### src/hw/rtl/aoot_pkg.sv
// shared types and constants for the box overlap test core
package aoot_pkg;

   localparam int AXES = 3;
   localparam int LANE_W = 16;
   localparam int PACK_W = 48;
   localparam int CUT_W = 15;
   localparam int FRAC_AXIS = 14;
   localparam int SUM_W = 36;
   localparam int TESTS = 15;
   localparam int IDX_W = 3;

   typedef enum logic [IDX_W-1:0] {
      REG_BOX_CENTRE = 3'd0,
      REG_BOX_HALF = 3'd1,
      REG_AXIS_U = 3'd2,
      REG_AXIS_V = 3'd3,
      REG_AXIS_W = 3'd4,
      REG_CUTOFF = 3'd5
   } reg_idx_type;

   typedef logic signed [15:0] comp_type;
   typedef logic [15:0] mag_type;
   typedef logic signed [16:0] dist_type;
   typedef logic [14:0] ext_type;
   typedef logic signed [32:0] dprod_type;
   typedef logic [31:0] uprod_type;
   typedef logic signed [SUM_W-1:0] wide_type;

   typedef struct packed {
      logic [PACK_W-1:0] centre;
      logic [PACK_W-1:0] half;
      logic [AXES-1:0][PACK_W-1:0] axis;
      logic [CUT_W-1:0] cutoff;
   } cfg_type;

   typedef struct packed {
      comp_type [AXES-1:0][AXES-1:0] ax;
      mag_type [AXES-1:0][AXES-1:0] ab;
      mag_type [AXES-1:0] e1;
      logic parallel;
   } geo_type;

endpackage

### src/hw/rtl/aoot_prep.sv
// stage 1: centre offsets, query extents and box axis magnitudes
module aoot_prep (
   input  logic clock,
   input  logic reset,
   input  aoot_pkg::cfg_type cfg,
   input  logic in_valid,
   output logic in_ready,
   input  logic signed [15:0] cx,
   input  logic signed [15:0] cy,
   input  logic signed [15:0] cz,
   input  logic [14:0] hx,
   input  logic [14:0] hy,
   input  logic [14:0] hz,
   output aoot_pkg::geo_type geo,
   output logic out_valid,
   input  logic out_ready,
   output aoot_pkg::dist_type [2:0] d,
   output aoot_pkg::ext_type [2:0] e0
);
   import aoot_pkg::*;

   logic valid_ff;
   dist_type [AXES-1:0] d_ff, d_in;
   ext_type [AXES-1:0] e0_ff, e0_in;
   comp_type [AXES-1:0] qc;

   assign qc = {cz, cy, cx};
   assign in_ready = !valid_ff || out_ready;

   always_comb begin
      logic signed [16:0] t;
      geo.parallel = 1'b0;
      for (int j = 0; j < AXES; j++) begin
         geo.e1[j] = cfg.half[j*LANE_W +: LANE_W];
         for (int i = 0; i < AXES; i++) begin
            geo.ax[j][i] = cfg.axis[j][i*LANE_W +: LANE_W];
            t = {geo.ax[j][i][15], geo.ax[j][i]};
            geo.ab[j][i] = (t < 0) ? 16'(-t) : 16'(t);
            if (geo.ab[j][i] >= {1'b0, cfg.cutoff}) begin
               geo.parallel = 1'b1;
            end
         end
      end
      for (int i = 0; i < AXES; i++) begin
         d_in[i] = {cfg.centre[i*LANE_W + 15], cfg.centre[i*LANE_W +: LANE_W]}
                   - {qc[i][15], qc[i]};
      end
      e0_in = {hz, hy, hx};
   end

   always_ff @(posedge clock) begin
      if (reset) begin
         valid_ff <= 1'b0;
      end else if (in_ready) begin
         valid_ff <= in_valid;
      end
      if (in_ready) begin
         d_ff <= d_in;
         e0_ff <= e0_in;
      end
   end

   assign out_valid = valid_ff;
   assign d = d_ff;
   assign e0 = e0_ff;

endmodule

### config.mk
export PLATFORM = sky130hd
export DESIGN_NAME = aoot_prep
export DESIGN_NICKNAME = d
export VERILOG_FILES = /design/src/hw/rtl/aoot_pkg.sv /design/src/hw/rtl/aoot_prep.sv
export SDC_FILE = /design/constraint.sdc
export NUM_CORES = 1
export LEC_CHECK = 0
export BUFFER_PORTS_ARGS = -buffer_cell sky130_fd_sc_hd__buf_2
export CELL_PAD_IN_SITES_DETAIL_PLACEMENT = 0
export CELL_PAD_IN_SITES_GLOBAL_PLACEMENT = 1
export CORE_AREA = 10 10 299 301
export DETAILED_ROUTE_END_ITERATION = 10
export DIE_AREA = 0 0 309 311
export GPL_ROUTABILITY_DRIVEN = 0
export GPL_TIMING_DRIVEN = 0
export PLACE_DENSITY_LB_ADDON = 0.12
export SLEW_MARGIN = 0
export SYNTH_ARGS = -nofsm -noshare
export SYNTH_HDL_FRONTEND = slang
export SYNTH_SLANG_ARGS = --single-unit
### constraint.sdc
create_clock -name clock -period 5.2 [get_ports clock]
set_clock_uncertainty 0.15 [all_clocks]
set_input_delay 0.78 -clock clock [delete_from_list [all_inputs] [get_ports clock]]
set_output_delay 0.78 -clock clock [all_outputs]
set_load 0.01 [all_outputs]
==> reports/results.txt, run 1 <==
Die H: 311 um
clock buffer count from CTS: 9
Tcrit/Tclk final: 115%
area added between synthesis and finish: 45.5%
Hold Path End: e0[39]$_DFFE_PP_
grt ovf: 0
Clock Sinks: 97
share of layout cells above drive strength 1: 47.0%
CP endpoint kind: primary output
Fmax: 168 MHz
Reg-to-Reg End: d[6]$_DFFE_PP_
clk_lat worst skew: 0.36 ns
Seq/Total Area, Yosys: 24.1%
post-synthesis mux area share: 0%
hold slack: 0.436 ns
GRT Total Usage: 13.8%
failing checks: negative setup slack
routed wl met3: 6640 um
clock buffer depth: 2
Synth top area share: 23.9%
DPL Wire Length: 62,800 um
Rows: 106
largest family of logic cells by synthesized area: adder cells
Synth Area in Adders: 20.4%
Setup violations, final: 1
CTS Root Cell: clkbuf_16
#FFs+latches synth: 97
pre-CTS setup slack: -1.32 ns
Final Total Pwr: 3.44 mW
vias per cell: 3.97
antenna-violating nets left: 0
Least-Margin Pin Slew: 1.26 ns
XOR/XNOR share of the synthesized area: 11.2%
Max Cap Violations: 0
RSZ-0062 raised after global routing: yes
multi-input logic area: 0.00732 mm2
Core Footprint: 0.0833 mm2
drt wl/cell: 22.1 um
Post-CTS Hold Fix Bufs: 0
count leader, synth: buf_4
Max VDD drop: 108 uV
Synth Instances: 1,325
reg2reg path depth: 2
r2r setup slk: 3.39 ns
Post-synth EDFFs: 96
metal2 WL: 34,600 um
initial core utilization: 14.5%
status: complete, but fails checks
drt total wl: 70,000 um
LEAKAGE: 8.65 nW
top_reg_cell synth: edfxtp_1
number of global-route vias before repair: 13,500
Worst Hold Launch: hz[9]
first-pass GRT wire length: 97,400 um
Die Wd: 309 um
initial antenna violation count: 24
Core Util, Final: 21.1%
Netlist cell types: 66
dominant cell type by area after synthesis: edfxtp_1
PortBufs: 738
Synth area leaders: edfxtp_1 24%, ha_1 20%, buf_4 13%
startpoint types: primary input
I/O pins: 787
worst min-delay path category: in2reg
Synth top cells by count: 201 x buf_4, 192 x ha_1, 150 x xnor2_1
Power Density: 196 mW/mm2
clock transition at the registers of the reported paths: 0.07 ns
Iteration-0 DRC Markers: 449
WHS Path Cells: 1
Synth Area in Compound Gates: 15.8%
R2R Path Start: out_valid$_SDFFE_PP0P_
fin crit period: 5.96 ns
Max FO, Critical Path: 4
fraction of registers with async set/reset: 0%
Synth Net Count: 1,872
nets@finish: 2,622
post-synthesis simple-gate area fraction: 12.5%
data required time of the worst path: 4.27 ns
Pre-Repair DR Iteration Count: 4
mapped cell area: 0.0121 mm2
Metal-1 WL: 27,400 um
H-tree depth: 3
fin worst setup slack: -0.759 ns
Setup CP Type: in2out
Reg area: 0.00290 mm2
Highest Signal Layer: met5
slew margin rel.: 14.6%
CTS tree: yes
Syn Area/Cell: 9.10 um2
worst path arrival time: 5.03 ns
Fillers: 9,380
DR DRC count: 0
Yosys warnings: 0
Pins Over Slew Limit: 0
largest net degree at the start of global routing: 58
vias post-DR: 12,500
die area: 0.0961 mm2
Final Hold Fails: 0
## routing by layer
| layer | track usage, % | up-vias |
|---|---|---|
| met1 | 15.2 | 5801 |
| met4 | 2.83 | 34 |
| li1 | - | 6112 |
| met2 | 25.0 | 524 |
| met5 | 0 | - |
| met3 | 5.06 | 71 |
## area by class of cell
| type | count | share of cell area [%] |
|---|---|---|
| plain buffers | 211 | 8.81 |
| diodes | 2 | 0.0285 |
| clock buffers | 10 | 1.36 |
| flip-flops and latches | 97 | 16.5 |
| repair buffers | 739 | 21.2 |
| multi-input cells | 913 | 41.7 |
| inverters | 104 | 2.22 |
| well taps | 1080 | 7.70 |
| clock inverters | 6 | 0.385 |
## cell usage in the layout (no fill, tap or decap), types with 40 or more instances in the layout
master and count:
buf_4 201, xnor2_1 148, nor2_1 40, buf_2 738, ha_1 191, a21oi_1 49, inv_1 102, edfxtp_1 96
nand2_1 70, o21ai_0 74
## sequential cells by signal, summed over array words and instances (netlist names)
signal,flops
out_valid,1
d,51
e0,45
## report_power, final
group	internal (mW)	switching, mW	leakage (nW)	total [mW]
sequential	0.990	0.0279	1.00	1.02
combinational	0.724	0.991	7.50	1.71
clock	0.387	0.322	0.145	0.709
total	2.10	1.34	8.65	3.44
## stage by stage
step	setup TNS (ns)	cell area, um2	cells
final	-0.759	17500	3162
after CTS	-0.969	17500	3160
after floorplan	0	12100	1325
after global placement	-27.61	17100	3143
after global routing	-0.978	17500	3161
after detailed placement	-1.32	17200	3144
## how the worst max path moves through the flow
stage / from / end / cells past startpoint
6_report: cfg[19] / geo[0] / 17
3_5_place_dp: cfg[19] / geo[0] / 17
2_1_floorplan: cfg[19] / geo[0] / 14
5_1_grt: cfg[19] / geo[0] / 17
3_3_place_gp: out_ready / out_valid$_SDFFE_PP0P_ / 3
4_1_cts: cfg[19] / geo[0] / 17
## worst max-delay path, cell delays in order
cell and delay (ns):
buf_2 0.15, or4_4 0.59, or3_4 0.36, or4_4 0.46
or3_4 0.38, o31ai_4 0.27, xnor2_4 0.16, ha_1 0.21
nor3_1 0.19, nand4_1 0.18, a221oi_2 0.32, nand4_1 0.15
nor4_2 0.16, nand3b_1 0.16, nor4_4 0.20, nand4_2 0.10
buf_2 0.20
## cell families after synthesis
kind of cell,count (synthesis)
buf+inv,315
compound gates,289
simple gates,275
fa+ha+maj,195
xor+xnor,154
flops,97
## what timing repair did
action                                  in CTS  in global routing
pin swaps                                    4                  5
gates cloned                                 0                  0
setup buffers                                0                  0
endpoints found under the setup margin       1                  1
endpoints found under the hold margin        0                  0
resized for setup                            6                  4
Power figures use the tool's default switching activity.
==> inputs of run 2 (changes only) <==
Settings changed: CORE_AREA 10 10 299 301 to 3 3 309 311, DIE_AREA 0 0 309 311 to 0 0 312 314.
==> reports/results.txt, run 2 (same netlist as run 1, synthesis figures left out) <==
cell area after layout: 0.0178 mm2 (+1.4%)
vias per cell: 3.75 (-5.4%)
die area: 0.0980 mm2 (+1.9%)
H-tree depth: 3 (unchanged)
initial core utilization: 13.0% (-1.5 points)
Max VDD drop: 161 uV (+49%)
GRT Total Usage: 13.1% (-0.74 points)
Fillers: 10,600 (+13%)
Setup violations, final: 1 (unchanged)
r2r setup slk: 3.46 ns (+0.07 ns)
CP endpoint kind: primary output
LEAKAGE: 8.67 nW (+0.17%)
Final Hold Fails: 0 (unchanged)
Power Density: 191 mW/mm2 (-2.6%)
area added between synthesis and finish: 47.6%
worst path arrival time: 4.95 ns (-0.08 ns)
clock transition at the registers of the reported paths: 0.07 ns (about the same)
Core Util, Final: 19.1% (-1.9 points)
Clock Sinks: 97 (unchanged)
Rows: 112 (+5.7%)
first-pass GRT wire length: 93,100 um (-4.4%)
Iteration-0 DRC Markers: 451 (+0.45%)
WHS Path Cells: 2 (+1)
placed inst area: 0.0174 mm2 (+1.3%)
nets@finish: 2,624 (+0.076%)
Tcrit/Tclk final: 113% (-1.5 points)
initial antenna violation count: 20 (-17%)
Post-CTS Hold Fix Bufs: 0 (unchanged)
Fmax: 170 MHz (+1.3%)
Die Wd: 312 um (+0.97%)
RSZ-0062 raised after global routing: yes
fin worst setup slack: -0.680 ns (+0.0792 ns)
vias post-DR: 12,500 (+0.024%)
fin cells: 3,343 (+5.7%)
drt wl/cell: 20.2 um (-8.8%)
number of global-route vias before repair: 13,000 (-3.6%)
PortBufs: 738 (unchanged)
max reg flops: 51 (unchanged)
largest net degree at the start of global routing: 61 (+5.2%)
data required time of the worst path: 4.27 ns (about the same)
DPL Wire Length: 59,900 um (-4.7%)
hold slack: 0.418 ns (-0.0183 ns)
Max Cap Violations: 0 (unchanged)
clock buffer count from CTS: 9 (unchanged)
clk_lat worst skew: 0.36 ns (about the same)
startpoint types: primary input
grt ovf: 0 (unchanged)
Pins Over Slew Limit: 0 (unchanged)
reg2reg path depth: 2 (unchanged)
clock buffer depth: 2 (unchanged)
drt total wl: 67,500 um (-3.6%)
commonest non-fill, non-tap cell in the layout: buf_2
Die H: 314 um (+0.96%)
Final Total Pwr: 3.40 mW (-1.2%)
CTS tree: yes
CTS Root Cell: clkbuf_16
most frequent cells in the layout: 735 x buf_2, 203 x buf_4, 191 x ha_1
Setup CP Type: in2out
antenna-violating nets left: 0 (unchanged)
fin crit period: 5.88 ns (-0.0792 ns)
share of layout cells above drive strength 1: 47.1% (+0.051 points)
Least-Margin Pin Slew: 1.21 ns (-0.0586 ns)
total negative slack: -0.680 ns (+0.0792 ns)
dpl cells: 3,319 (+5.6%)
pre-CTS setup slack: -1.38 ns (-0.0595 ns)
Max FO, Critical Path: 4 (unchanged)
Pre-Repair DR Iteration Count: 4 (unchanged)
I/O pins: 787 (unchanged)
worst min-delay path category: in2reg
slew margin rel.: 18.9% (+4.3 points)
DR DRC count: 0 (unchanged)
Core Footprint: 0.0930 mm2 (+12%)
failing checks: negative setup slack
status: complete, but fails checks
-- run 2: changes by cell type in the layout (fill, tap and decap cells not counted), moves of 2 or more --
cell,previous run,this run
clkinvlp_4,2,0
buf_8,0,2
buf_2,738,735
diode_2,2,7
nor4_2,1,3
buf_4,201,203
clkinv_4,2,0
clkbuf_1,9,12
-- run 2: final timing paths --
check	end	start
hold reg to reg	out_valid$_SDFFE_PP0P_	out_valid$_SDFFE_PP0P_
setup reg to reg	d[39]$_DFFE_PP_	out_valid$_SDFFE_PP0P_
setup / recovery	geo[0]	cfg[19]
hold / removal	out_valid$_SDFFE_PP0P_	reset
-- run 2: timing repair --
item,CTS,global route
setup buffers,1,0
resized for setup,18,2
pin swaps,4,1
setup endpoints to repair,1,1
-- run 2: critical path: stages --
cell and delay, ns:
buf_8 0.11, or4_4 0.54, or3_4 0.37, or4_4 0.45
or3_4 0.36, o31ai_4 0.28, xnor2_4 0.18, ha_2 0.22
nor3_2 0.16, nand4_1 0.19, a221oi_4 0.31, nand4_1 0.15
nor4_2 0.17, nand3b_1 0.15, nor4_2 0.23, nand4_2 0.13
buf_6 0.16
-- run 2: final cells by class --
type | count | area [um2] | area share [%]
Clock buffer | 12 | 236 | 1.33
Tap cell | 1254 | 1570 | 8.82
Timing Repair Buffer | 741 | 3760 | 21.1
Multi-Input combinational cell | 913 | 7330 | 41.2
Sequential cell | 97 | 2900 | 16.3
Clock inverter | 4 | 43.8 | 0.246
Antenna cell | 7 | 17.5 | 0.0984
Buffer | 211 | 1550 | 8.69
Inverter | 104 | 390 | 2.19
-- run 2: per-layer routing --
metal	global-route usage (%)	wire, um	vias up
met5	0	118	-
met4	2.76	1130	18
met3	3.91	5330	61
met2	24.2	34200	539
met1	14.8	26700	5810
li1	-	-	6117
-- run 2: power breakdown --
group	leakage, nW	switching (mW)	internal, mW
Combinational	7.52	0.982	0.727
Clock	0.138	0.304	0.371
Sequential	1.00	0.0258	0.990
